$ cat src/sv/hsvr_pkg.sv
`timescale 1ns / 1ps
// ----------------------------------------------------------------------------
// hsvr_pkg: shared types and constants for the hsv to rgb converter
// Field widths, sector codes, queue sizing and the reciprocal used for the
// final constant division.
// ----------------------------------------------------------------------------
package hsvr_pkg;

    localparam int unsigned CHANNEL_BITS = 8;

    // input fields
    localparam int unsigned HUE_W  = 10;
    localparam int unsigned PCT_W  = 8;
    // wrapped fields
    localparam int unsigned WHUE_W = 9;
    localparam int unsigned WPCT_W = 7;
    localparam int unsigned REM_W  = 6;
    localparam int unsigned SEC_W  = 3;

    localparam int unsigned IN_TDATA_W  = ((HUE_W + 2 * PCT_W + 7) / 8) * 8;
    localparam int unsigned OUT_TDATA_W = ((3 * CHANNEL_BITS + 7) / 8) * 8;

    // sector codes, 60 degrees each
    localparam logic [SEC_W-1:0] SEC_R_Y = 3'd0;
    localparam logic [SEC_W-1:0] SEC_Y_G = 3'd1;
    localparam logic [SEC_W-1:0] SEC_G_C = 3'd2;
    localparam logic [SEC_W-1:0] SEC_C_B = 3'd3;
    localparam logic [SEC_W-1:0] SEC_B_M = 3'd4;
    localparam logic [SEC_W-1:0] SEC_M_R = 3'd5;

    // numerators are over 600000 = 60 * 100 * 100
    localparam int unsigned FACT_W   = 13;
    localparam int unsigned FULL     = 6000;
    localparam int unsigned NUM_W    = 20;
    localparam int unsigned DEN      = 600000;
    localparam int unsigned Y_W      = NUM_W + CHANNEL_BITS;
    localparam int unsigned SHIFT    = Y_W + 20;
    localparam int unsigned RECIP_W  = SHIFT - 18;
    localparam int unsigned PROD_W   = Y_W + RECIP_W;
    localparam logic [63:0] RECIP64  =
        ((64'd1 << SHIFT) + 64'(DEN) - 64'd1) / 64'(DEN);
    localparam logic [RECIP_W-1:0] RECIP = RECIP_W'(RECIP64);

    localparam int unsigned FIFO_DEPTH = 4;
    localparam int unsigned FIFO_PTR_W = 2;

    typedef struct packed {
        logic [SEC_W-1:0]  sector;
        logic [REM_W-1:0]  rem;
        logic [WPCT_W-1:0] sat;
        logic [WPCT_W-1:0] val;
    } t_item;

endpackage

$ cat src/sv/hsvr_front.sv
`timescale 1ns / 1ps
// ----------------------------------------------------------------------------
// hsvr_front: input wrap and sector classification
// Wraps hue, saturation and value into range and splits hue into sector and
// remainder within the sector.
// ----------------------------------------------------------------------------
module hsvr_front import hsvr_pkg::*; (
    input  logic [HUE_W-1:0] i_hue,
    input  logic [PCT_W-1:0] i_sat,
    input  logic [PCT_W-1:0] i_val,
    output t_item            o_item
);

    logic [WHUE_W-1:0] w_hue;
    logic [WHUE_W-1:0] w_base;
    logic [SEC_W-1:0]  w_sector;

    always_comb begin
        if (i_hue > 10'd720) begin
            w_hue = WHUE_W'(i_hue - 10'd720);
        end else if (i_hue > 10'd360) begin
            w_hue = WHUE_W'(i_hue - 10'd360);
        end else begin
            w_hue = WHUE_W'(i_hue);
        end
    end

    // full circle folds back onto the first sector
    always_comb begin
        if (w_hue >= 9'd360) begin
            w_sector = SEC_R_Y;
            w_base   = 9'd360;
        end else if (w_hue >= 9'd300) begin
            w_sector = SEC_M_R;
            w_base   = 9'd300;
        end else if (w_hue >= 9'd240) begin
            w_sector = SEC_B_M;
            w_base   = 9'd240;
        end else if (w_hue >= 9'd180) begin
            w_sector = SEC_C_B;
            w_base   = 9'd180;
        end else if (w_hue >= 9'd120) begin
            w_sector = SEC_G_C;
            w_base   = 9'd120;
        end else if (w_hue >= 9'd60) begin
            w_sector = SEC_Y_G;
            w_base   = 9'd60;
        end else begin
            w_sector = SEC_R_Y;
            w_base   = 9'd0;
        end
    end

    always_comb begin
        o_item.sector = w_sector;
        o_item.rem    = REM_W'(w_hue - w_base);
        if (i_sat > 8'd200) begin
            o_item.sat = WPCT_W'(i_sat - 8'd200);
        end else if (i_sat > 8'd100) begin
            o_item.sat = WPCT_W'(i_sat - 8'd100);
        end else begin
            o_item.sat = WPCT_W'(i_sat);
        end
        if (i_val > 8'd200) begin
            o_item.val = WPCT_W'(i_val - 8'd200);
        end else if (i_val > 8'd100) begin
            o_item.val = WPCT_W'(i_val - 8'd100);
        end else begin
            o_item.val = WPCT_W'(i_val);
        end
    end

endmodule

$ cat src/sv/hsvr_fifo.sv
`timescale 1ns / 1ps
// ----------------------------------------------------------------------------
// hsvr_fifo: short queue between classifier and arithmetic pipeline
// Register based, head word visible combinationally.
// ----------------------------------------------------------------------------
module hsvr_fifo import hsvr_pkg::*; (
    input  logic  i_clk,
    input  logic  i_rst_n,
    input  logic  i_push,
    input  t_item i_item,
    output logic  o_full,
    input  logic  i_pop,
    output logic  o_valid,
    output t_item o_item
);

    t_item                 r_mem [FIFO_DEPTH];
    logic [FIFO_PTR_W-1:0] r_wr_ptr;
    logic [FIFO_PTR_W-1:0] r_rd_ptr;
    logic [FIFO_PTR_W:0]   r_count;
    logic [FIFO_PTR_W:0]   n_count;

    assign o_full  = (r_count == (FIFO_PTR_W + 1)'(FIFO_DEPTH));
    assign o_valid = (r_count != '0);
    assign o_item  = r_mem[r_rd_ptr];

    always_comb begin
        n_count = r_count;
        if (i_push && !i_pop) begin
            n_count = r_count + 1'b1;
        end else if (!i_push && i_pop) begin
            n_count = r_count - 1'b1;
        end
    end

    always_ff @(posedge i_clk) begin
        if (!i_rst_n) begin
            r_wr_ptr <= '0;
            r_rd_ptr <= '0;
            r_count  <= '0;
        end else begin
            r_count <= n_count;
            if (i_push) begin
                r_wr_ptr <= r_wr_ptr + 1'b1;
            end
            if (i_pop) begin
                r_rd_ptr <= r_rd_ptr + 1'b1;
            end
        end
    end

    always_ff @(posedge i_clk) begin
        if (i_push) begin
            r_mem[r_wr_ptr] <= i_item;
        end
    end

`ifndef SYNTHESIS
    a_count_bound: assert property (@(posedge i_clk) disable iff (!i_rst_n)
        r_count <= (FIFO_PTR_W + 1)'(FIFO_DEPTH))
        else $error("fifo count beyond depth");

    a_empty_ptrs: assert property (@(posedge i_clk) disable iff (!i_rst_n)
        (r_count == '0) |-> (r_wr_ptr == r_rd_ptr))
        else $error("empty fifo with pointers apart");
`endif

endmodule

$ cat src/sv/hsvr_back.sv
`timescale 1ns / 1ps
// ----------------------------------------------------------------------------
// hsvr_back: four stage arithmetic pipeline
// Factors, p/q/t numerators with sector select, scale by full channel value,
// exact division by 600000 through a reciprocal multiply.
// ----------------------------------------------------------------------------
module hsvr_back import hsvr_pkg::*; (
    input  logic                      i_clk,
    input  logic                      i_rst_n,
    input  logic                      i_valid,
    input  t_item                     i_item,
    output logic                      o_pop,
    output logic                      o_valid,
    input  logic                      i_ready,
    output logic [3*CHANNEL_BITS-1:0] o_rgb
);

    typedef struct packed {
        logic [SEC_W-1:0]  sector;
        logic [WPCT_W-1:0] val;
        logic [FACT_W-1:0] fp;
        logic [FACT_W-1:0] fq;
        logic [FACT_W-1:0] ft;
    } t_factors;

    logic r_v1, r_v2, r_v3, r_v4;
    logic w_en1, w_en2, w_en3, w_en4;

    t_factors          r_s1, n_s1;
    logic [NUM_W-1:0]  r_num2 [3];
    logic [NUM_W-1:0]  n_num2 [3];
    logic [Y_W-1:0]    r_y3   [3];
    logic [CHANNEL_BITS-1:0] r_chan4 [3];

    logic [FACT_W-1:0] w_rs;
    logic [NUM_W-1:0]  w_nv, w_np, w_nq, w_nt;
    logic [PROD_W-1:0] w_prod [3];

    // each stage moves when the one after it can take its word
    assign w_en4 = !r_v4 || i_ready;
    assign w_en3 = !r_v3 || w_en4;
    assign w_en2 = !r_v2 || w_en3;
    assign w_en1 = !r_v1 || w_en2;
    assign o_pop = i_valid && w_en1;

    always_comb begin
        w_rs        = FACT_W'(i_item.rem) * FACT_W'(i_item.sat);
        n_s1.sector = i_item.sector;
        n_s1.val    = i_item.val;
        n_s1.fp     = FACT_W'(FULL) - FACT_W'(i_item.sat) * FACT_W'(60);
        n_s1.fq     = FACT_W'(FULL) - w_rs;
        // 6000 - (60 - r) s = 6000 - 60 s + r s
        n_s1.ft     = n_s1.fp + w_rs;
    end

    always_comb begin
        w_nv = NUM_W'(r_s1.val) * NUM_W'(FULL);
        w_np = NUM_W'(r_s1.val) * NUM_W'(r_s1.fp);
        w_nq = NUM_W'(r_s1.val) * NUM_W'(r_s1.fq);
        w_nt = NUM_W'(r_s1.val) * NUM_W'(r_s1.ft);
        unique case (r_s1.sector)
            SEC_R_Y: begin
                n_num2[0] = w_nv; n_num2[1] = w_nt; n_num2[2] = w_np;
            end
            SEC_Y_G: begin
                n_num2[0] = w_nq; n_num2[1] = w_nv; n_num2[2] = w_np;
            end
            SEC_G_C: begin
                n_num2[0] = w_np; n_num2[1] = w_nv; n_num2[2] = w_nt;
            end
            SEC_C_B: begin
                n_num2[0] = w_np; n_num2[1] = w_nq; n_num2[2] = w_nv;
            end
            SEC_B_M: begin
                n_num2[0] = w_nt; n_num2[1] = w_np; n_num2[2] = w_nv;
            end
            default: begin
                n_num2[0] = w_nv; n_num2[1] = w_np; n_num2[2] = w_nq;
            end
        endcase
    end

    always_comb begin
        for (int i = 0; i < 3; i++) begin
            w_prod[i] = PROD_W'(r_y3[i]) * PROD_W'(RECIP);
        end
    end

    always_ff @(posedge i_clk) begin
        if (!i_rst_n) begin
            r_v1 <= 1'b0;
            r_v2 <= 1'b0;
            r_v3 <= 1'b0;
            r_v4 <= 1'b0;
        end else begin
            if (w_en1) r_v1 <= i_valid;
            if (w_en2) r_v2 <= r_v1;
            if (w_en3) r_v3 <= r_v2;
            if (w_en4) r_v4 <= r_v3;
        end
    end

    always_ff @(posedge i_clk) begin
        if (w_en1) begin
            r_s1 <= n_s1;
        end
        for (int i = 0; i < 3; i++) begin
            if (w_en2) begin
                r_num2[i] <= n_num2[i];
            end
            if (w_en3) begin
                r_y3[i] <= Y_W'(r_num2[i]) * Y_W'({CHANNEL_BITS{1'b1}});
            end
            if (w_en4) begin
                r_chan4[i] <= w_prod[i][SHIFT +: CHANNEL_BITS];
            end
        end
    end

    assign o_valid = r_v4;
    assign o_rgb   = {r_chan4[2], r_chan4[1], r_chan4[0]};

`ifndef SYNTHESIS
    a_pop_needs_word: assert property (@(posedge i_clk) disable iff (!i_rst_n)
        o_pop |-> i_valid)
        else $error("pop from empty queue");

    a_refuse_only_full: assert property (@(posedge i_clk) disable iff (!i_rst_n)
        (i_valid && !o_pop) |-> (r_v1 && r_v2 && r_v3 && r_v4 && !i_ready))
        else $error("queue word refused with room in pipeline");

    a_stall_keeps: assert property (@(posedge i_clk) disable iff (!i_rst_n)
        (r_v3 && r_v4 && !i_ready) |=> (r_v3 && r_v4))
        else $error("stalled pipeline lost a word");
`endif

endmodule

$ cat src/sv/hsv_to_rgb_top.sv
`timescale 1ns / 1ps
// ----------------------------------------------------------------------------
// hsv_to_rgb_top: hsv to rgb pixel converter
// One pixel in, one pixel out; hue in degrees, saturation and value in
// percent, exact floor scaling to the channel width.
// ----------------------------------------------------------------------------
// usage
// slave stream takes one pixel word per handshake: tdata holds hue, then
// saturation, then value; out of range inputs wrap (hue by 360, the others
// by 100)
// master stream gives one rgb word per pixel, in input order
// a word goes through the queue and the pipeline registers to m_tvalid
// throughput: one pixel per cycle while m_tready is high, set by the four
// stage arithmetic pipeline which moves one word per stage per cycle
// a four word queue sits between the classifier and the pipeline
// when the receiver stalls the pipeline holds its words, the queue fills
// and s_tready drops once it holds four words
// reset clears the queue and every pipeline valid bit; words in flight
// are dropped
// ----------------------------------------------------------------------------
module hsv_to_rgb_top import hsvr_pkg::*; (
    input  logic                   i_clk,
    input  logic                   i_rst_n,
    input  logic                   i_s_tvalid,
    output logic                   o_s_tready,
    // hue_degrees[9:0], saturation_pct[17:10], value_pct[25:18], zero pad
    input  logic [IN_TDATA_W-1:0]  i_s_tdata,
    output logic                   o_m_tvalid,
    input  logic                   i_m_tready,
    // red[7:0], green[15:8], blue[23:16]
    output logic [OUT_TDATA_W-1:0] o_m_tdata
);

    t_item                     w_item_in;
    t_item                     w_item_head;
    logic                      w_full;
    logic                      w_push;
    logic                      w_head_valid;
    logic                      w_pop;
    logic [3*CHANNEL_BITS-1:0] w_rgb;

    assign o_s_tready = !w_full;
    assign w_push     = i_s_tvalid && !w_full;

    hsvr_front u_front (
        .i_hue  (i_s_tdata[HUE_W-1:0]),
        .i_sat  (i_s_tdata[HUE_W +: PCT_W]),
        .i_val  (i_s_tdata[HUE_W + PCT_W +: PCT_W]),
        .o_item (w_item_in)
    );

    hsvr_fifo u_fifo (
        .i_clk   (i_clk),
        .i_rst_n (i_rst_n),
        .i_push  (w_push),
        .i_item  (w_item_in),
        .o_full  (w_full),
        .i_pop   (w_pop),
        .o_valid (w_head_valid),
        .o_item  (w_item_head)
    );

    hsvr_back u_back (
        .i_clk   (i_clk),
        .i_rst_n (i_rst_n),
        .i_valid (w_head_valid),
        .i_item  (w_item_head),
        .o_pop   (w_pop),
        .o_valid (o_m_tvalid),
        .i_ready (i_m_tready),
        .o_rgb   (w_rgb)
    );

    assign o_m_tdata = OUT_TDATA_W'(w_rgb);

endmodule
$ cat config.mk
export PLATFORM = sky130hd
export DESIGN_NAME = hsv_to_rgb_top
export DESIGN_NICKNAME = d
export VERILOG_FILES = /design/src/sv/hsvr_pkg.sv /design/src/sv/hsvr_front.sv /design/src/sv/hsvr_fifo.sv /design/src/sv/hsvr_back.sv /design/src/sv/hsv_to_rgb_top.sv
export SDC_FILE = /design/constraint.sdc
export NUM_CORES = 2
export LEC_CHECK = 0
export ABC_AREA = 1
export BUFFER_PORTS_ARGS = -buffer_cell sky130_fd_sc_hd__buf_4
export CAP_MARGIN = 20
export CORE_MARGIN = 2
export CORE_UTILIZATION = 45
export CTS_CLUSTER_SIZE = 28
export DETAILED_ROUTE_END_ITERATION = 7
export PLACE_DENSITY = 0.65
export SYNTH_ARGS = -nofsm -noshare
export SYNTH_HDL_FRONTEND = slang
export SYNTH_HIERARCHICAL = 1
export SYNTH_SLANG_ARGS = --single-unit
$ cat constraint.sdc
create_clock -name i_clk -period 18.8 [get_ports i_clk]
set_input_delay 3.76 -clock i_clk [delete_from_list [all_inputs] [get_ports i_clk]]
set_output_delay 3.76 -clock i_clk [all_outputs]
set_load 0.03 [all_outputs]
After elaboration in Yosys (flattened, before gate mapping)
Memories as Yosys holds them, arrays and structs flattened. A register that Yosys moved wholly into a read port is not among the register bits. Cells that the tools add are included.

Bits in writable memories: 260. Output and inout port bits: 26. Bits in registers: 60. Memories: 4. Logic and storage cells: 108. Input bits: 36.

Memory list: u_fifo.r_mem (words 4, width 23, read ports 1, clocked after Yosys merged registers in 1, write ports 1, RTL line hsvr_fifo.sv:17) `t_item r_mem [FIFO_DEPTH];`; u_back.r_y3 (words 3, width 28, read ports 3, clocked after Yosys merged registers in 0, write ports 3, RTL line hsvr_back.sv:32) `logic [Y_W-1:0] r_y3 [3];`; u_back.r_num2 (words 3, width 20, read ports 3, clocked after Yosys merged registers in 0, write ports 3, RTL line hsvr_back.sv:30) `logic [NUM_W-1:0] r_num2 [3];`; u_back.r_chan4 (words 3, width 8, read ports 3, clocked after Yosys merged registers in 0, write ports 3, RTL line hsvr_back.sv:33) `logic [CHANNEL_BITS-1:0] r_chan4 [3];`.

Magnitude comparators: 12. Equal/unequal tests: 5. Add/sub/neg operators: 14. Multiply operators: 12. Mux-type cells: 31. Reductions and logical operators: 18.

Operator list (number): one-hot mux 60 bit (5 select lines) (1); multiplier 28 x 28 -> 55 bit, second input constant (3); multiplier 20 x 8 -> 28 bit, second input constant (3); multiplier 7 x 13 -> 20 bit (3); two-way mux 6 bit (6); two-way mux 7 bit (4); subtractor 7 bit, second input constant (4); subtractor 13 bit, first input constant (2); two-way mux 3 bit (7); >= comparator 9 x 8 -> 1 bit, second input constant (2); >= comparator 9 bit, second input constant (2); two-way mux 9 bit (2); greater-than comparator 8 x 7 -> 1 bit, second input constant (2); greater-than comparator 8 bit, second input constant (2); multiplier 7 x 9 -> 16 bit, second input constant (1); adder 13 bit (1); multiplier 6 x 7 -> 13 bit (1); multiplier 7 x 4 -> 11 bit, second input constant (1); greater-than comparator 10 bit, second input constant (1); greater-than comparator 10 x 9 -> 1 bit, second input constant (1); >= comparator 9 x 6 -> 1 bit, second input constant (1); >= comparator 9 x 7 -> 1 bit, second input constant (1); two-way mux 1 bit (9); subtractor 9 x 8 -> 9 bit, second input constant (1); other kinds (15) (31).

Depth between registers and ports, before layout
Depth in word-level cells: 11. Gate-level depth with buffers: 29. Depth with buffers taken out: 27.

Modules after synthesis
Netlist, hierarchy kept.

Modules (own cells, without submodules): hsvr_back (times used 1, cells an instance 8314, seq. area each 6506.2 µm², area each 72539.6 µm²); hsvr_fifo (times used 1, cells an instance 281, seq. area each 2942.8 µm², area each 4185.3 µm²); hsvr_front (times used 1, cells an instance 228, seq. area each 0.0 µm², area each 1345.0 µm²); hsv_to_rgb_top (times used 1, cells an instance 3, seq. area each 0.0 µm², area each 13.8 µm²).

Worst setup path after synthesis
OpenSTA, ideal clock, no wires.

Kind: input-to-reg. Start: input port i_m_tready. End: register u_back/r_s1[10] (netlist bit), enable pin. Required time: 18.399 ns. Setup slack: 9.865 ns. Stages on the path: 8. Arrival: 8.534 ns. Buffers on the path: 0. Setup time: 0.401 ns. Path through: nor2_1 > inv_1 > nor2_1 > inv_1 > nor2_1 > inv_1 > nor2_1 > inv_1.

Longest elaborated chain between the ends: 4.

Ends and longest elaborated chain: from (decl) (RTL line hsv_to_rgb_top.sv:29) `input logic i_m_tready,`; logical OR 1 bit (RTL line hsvr_back.sv:40) `assign w_en4 = !r_v4 || i_ready;`; via u_back.w_en4 (RTL line hsvr_back.sv:27) `logic w_en1, w_en2, w_en3, w_en4;`; logical OR 1 bit (RTL line hsvr_back.sv:41) `assign w_en3 = !r_v3 || w_en4;`; via u_back.w_en3 (RTL line hsvr_back.sv:27); logical OR 1 bit (RTL line hsvr_back.sv:42) `assign w_en2 = !r_v2 || w_en3;`; via u_back.w_en2 (RTL line hsvr_back.sv:27); logical OR 1 bit (RTL line hsvr_back.sv:43) `assign w_en1 = !r_v1 || w_en2;`; to (signal assigned) (RTL line hsvr_back.sv:105) `r_s1 <= n_s1;`; to (decl) (RTL line hsvr_back.sv:29) `t_factors r_s1, n_s1;`.

The timed path passes the listed nets, and every way through them passes these cells. A chain may end at the register's enable or synchronous reset.

==> tab_implementation.tex <==
\begin{tabular}{lr}
\hline
Metric & Value \\
\hline
\multicolumn{2}{l}{\textbf{Routing}} \\
\quad Remaining number of nets flagged by the antenna check after routing & 0 \\
\quad Detailed-route vias per instance & 5.01 \\
\quad Routed length per instance & 17.8 µm \\
\quad Drt first-iter violations & 3663 \\
\quad Total via count after detailed routing & 56200 \\
\quad Total length of routed wires & 200000 µm \\
\quad Number of iterations in the first detailed-routing pass & 6 \\
\quad Post-route DRC & 0 \\
\multicolumn{2}{l}{\textbf{Die}} \\
\quad Die span in y & 421 µm \\
\quad Overall die area & 177000 µm² \\
\quad Core area & 172000 µm² \\
\quad I/O pin count & 62 \\
\quad Initial standard-cell utilization of the core & 45.4\% \\
\quad Number of placement rows & 152 \\
\quad Die X & 421 µm \\
\multicolumn{2}{l}{\textbf{Logic synthesis}} \\
\quad Mean Syn Cell Area & 8.85 µm² \\
\quad Synthesized instance count & 8826 \\
\quad Post-synthesis async set-or-reset flop share & 0\% \\
\quad Most used flip-flop cell after synthesis & edfxtp\_1 \\
\quad Yosys reg bits & 319 \\
\quad Unique masters post-synth & 73 \\
\quad Number of flops mapped to enable cells by yosys & 306 \\
\quad Fraction of post-synthesis cell area in the top cell type by area & 35.0\% \\
\quad Combined area of all synthesized cells & 78100 µm² \\
\quad Biggest area consumer among synthesized cells & fa\_1 \\
\quad Yosys warning count & 6 \\
\quad Top area cells in the synthesized netlist & fa\_1, ha\_1, inv\_1, edfxtp\_1, nand2\_1 \\
\quad Register area share after synthesis & 12.1\% \\
\quad Synthesized net count & 11400 \\
\multicolumn{2}{l}{\textbf{Timing}} \\
\quad Share of the clock period used by the worst path after layout & 35.2\% \\
\quad WHS & 0.455 ns \\
\quad Slew headroom & 32.9\% \\
\quad Setup repair after global routing missed its margin & false \\
\quad Final Slew Violations & 0 \\
\quad Fmax & 0.151 GHz \\
\quad Final setup violation count & 0 \\
\quad Post-route minimum period & 6.61 ns \\
\quad Final total negative setup slack & 0 ns \\
\quad Final-report hold violation count & 0 \\
\quad Slew of the pin with the lowest slew margin & 1.01 ns \\
\quad Setup Skew & 0.0274 ns \\
\multicolumn{2}{l}{\textbf{Worst setup path}} \\
\quad Worst Path Max Fanout & 7 \\
\quad Type of the worst setup path & reg2reg \\
\quad Cells along the critical path & inv\_1 > fa\_1 > xnor2\_1 > ha\_1 > o21bai\_1 > fa\_1 > fa\_1 > fa\_1 > fa\_1 > inv\_1 > fa\_1 > inv\_1 > ha\_1 > nand2\_1 > nor2\_1 > nand2\_1 > inv\_1 > nand4\_1 > nor4\_1 > nand3\_1 > nand4\_1 > nand2\_1 \\
\quad Critical path startpoint & u\_back/r\_y3[0][59]\$\_DFFE\_PP\_ \\
\quad Critical Path AT & 7.00 ns \\
\quad Delay of the slowest cell on the worst path & 0.72 ns \\
\quad Crit. End Element & flip-flop \\
\quad Data required time at the worst endpoint & 19.18 ns \\
\quad End point of the critical path & u\_back/r\_chan4[0][16]\$\_DFFE\_PP\_ \\
\quad Worst-path cell with the longest stage delay & fa\_1 \\
\quad Number of cells on the worst reg-to-reg path & 22 \\
\quad Cell occurring most often along the worst timing path & fa\_1 \\
\quad Reg-to-reg critical path endpoint & u\_back/r\_chan4[0][16]\$\_DFFE\_PP\_ \\
\quad Launch point of the worst reg-to-reg path & u\_back/r\_y3[0][59]\$\_DFFE\_PP\_ \\
\quad Startpoint kind of the worst setup timing path & flip-flop \\
\quad Register-to-register setup slack & 12.19 ns \\
\multicolumn{2}{l}{\textbf{Clock network}} \\
\quad Post-cts hold buffer count & 0 \\
\quad Clock transition at path regs & 0.07 ns \\
\quad Level count of the clock H-tree & 2 \\
\quad Number of post-CTS setup repair buffers & 0 \\
\quad CTS Root Buffer Type & clkbuf\_16 \\
\quad Number of gates resized after cts & 0 \\
\quad CTS tree & yes \\
\quad Clock Path Buffers & 3 \\
\quad Total number of clock tree sinks & 319 \\
\quad Clock latency on the worst-skew pair & 0.65 ns \\
\quad Clock buffer count from CTS & 42 \\
\multicolumn{2}{l}{\textbf{Placement}} \\
\quad HPWL after detailed placement & 176000 µm \\
\quad GPL Wtd Cong & 0.976 \\
\quad Count of buffers from port buffering & 55 \\
\multicolumn{2}{l}{\textbf{Global route}} \\
\quad First-pass GRT wire length & 321000 µm \\
\quad Vias in the first global route & 58900 \\
\quad Initial antenna violation count & 3 \\
\quad Pin count of the biggest net entering global routing & 62 \\
\quad Total overflow reported by the global router & 0 \\
\quad GR Util All Layers & 23.2\% \\
\multicolumn{2}{l}{\textbf{Finish}} \\
\quad Fraction of layout instances using a drive strength above 1 & 3.28\% \\
\quad Highest-count cells in the layout ignoring fill and taps & inv\_1, fa\_1, nand2\_1, ha\_1, nor2\_1 \\
\quad Final core utilization & 48.0\% \\
\quad Area growth from synthesis to layout & 5.66\% \\
\quad Multi-input gate area in the final layout & 58100 µm² \\
\quad Final-layout fill cell count & 16400 \\
\quad Storage element area & 9450 µm² \\
\quad Final net count & 11400 \\
\quad Commonest non-fill, non-tap cell in the layout & inv\_1 \\
\quad Total inserted antenna cells & 0 \\
\multicolumn{2}{l}{\textbf{Job}} \\
\quad Max\_cap viols & 0 \\
\multicolumn{2}{l}{\textbf{Outcome}} \\
\quad Outcome & finished, final reports clean \\
\multicolumn{2}{l}{\textbf{Min path}} \\
\quad Tightest Hold Check Type & reg2reg \\
\hline
\end{tabular}
critical path: cells and delay by family, from the launching register on:
| kind | cells | cell delay [ns] |
|---|---|---|
| AO/OA/AOI/OAI | 1 | 0.19 |
| buffers and inverters | 4 | 0.36 |
| adder cells (fa/ha/maj) | 8 | 3.78 |
| flip-flops | 1 | 0.65 |
| AND/OR/NAND/NOR | 8 | 1.26 |
| XOR/XNOR | 1 | 0.11 |
kinds of logic (layout without fill, tap and decap cells):
kind of cell	Yosys count	count (layout)	share of synthesized area, %
compound gates	837	837	6.53
xor+xnor	241	241	2.78
fa+ha+maj	2498	2498	53.1
buf+inv	2762	2832	13.5
flops	319	319	12.1
simple gates	2169	2169	11.9
metal layers:
metal / GRT usage [%] / part of all wire (%)
met5: 0 / 0.0050
met3: 2.48 / 4.7
met2: 38.9 / 47
met1: 31.9 / 45
met4: 6.52 / 3.1
Yosys cell counts (13+ instances only):
master     instances
inv_2             20
o21ai_2           20
o22ai_1           15
o2111ai_1         13
clkbuf_1          47
inv_1           2659
nand2_2           16
dfxtp_1           13
a21boi_0          14
nor2_1           370
a21o_1            55
nand3_1          297
fa_1            1364
a31oi_1           26
o22ai_2           16
ha_1            1134
nand3b_1          17
xnor2_1           93
o21a_1            15
a21oi_1          305
nor3_1            76
edfxtp_1         306
nor2_2            30
o21bai_1         103
nor4_1            19
xor2_1           143
nand4_1           90
nand2_1         1212
o21ai_0          203
cell type report:
class                   instances  area share (%)
multi-input cells            5745            70.4
inverters                    2683            12.2
flip-flops and latches        319            11.5
well taps                    2310            3.50
clock buffers                  55            1.38
repair buffers                 71           0.743
clock inverters                23           0.293
how the worst min path moves through the flow:
stage / from / endpoint / slack, ns / depth (start not counted)
final: u_back/r_v1$_SDFFE_PN0N_ / u_back/r_v2$_SDFFE_PN0P_ / 0.45 / 2
after global routing: u_back/r_v1$_SDFFE_PN0N_ / u_back/r_v2$_SDFFE_PN0P_ / 0.49 / 2
after CTS: u_fifo/r_rd_ptr[1]$_SDFFE_PN0P_ / u_fifo/r_rd_ptr[1]$_SDFFE_PN0P_ / 0.44 / 1
after detailed placement: u_fifo/r_rd_ptr[1]$_SDFFE_PN0P_ / flip-flop / 0.43 / 1
after global placement: u_fifo/r_rd_ptr[1]$_SDFFE_PN0P_ / u_fifo/r_rd_ptr[1]$_SDFFE_PN0P_ / 0.42 / 1
after floorplan: u_fifo/r_rd_ptr[1]$_SDFFE_PN0P_ / flip-flop / 0.41 / 1
registers in the layout (all words and copies together) (netlist names), named ones only:
signal	cells
u_back/r_num2	60
u_back/r_v1	1
u_fifo/r_wr_ptr	2
u_fifo/r_mem	92
u_back/r_s1	46
u_fifo/r_count	3
u_back/r_chan4	24
u_back/r_y3	84
u_fifo/r_rd_ptr	2
u_back/r_v2	1
u_back/o_valid	1
u_back/r_v3	1
stage by stage:
step / worst slack, ns / area, µm² / std cells
finish: 12.19 / 82500 / 11200
global route: 11.74 / 82500 / 11200
CTS: 12.11 / 82400 / 11200
detailed placement: 11.88 / 81000 / 11100
global placement: 11.98 / 81000 / 11100
floorplan: 9.87 / 78100 / 8826
Power is not shown: default switching activity piles up to over one toggle a cycle in this logic, so the estimate is an artifact.
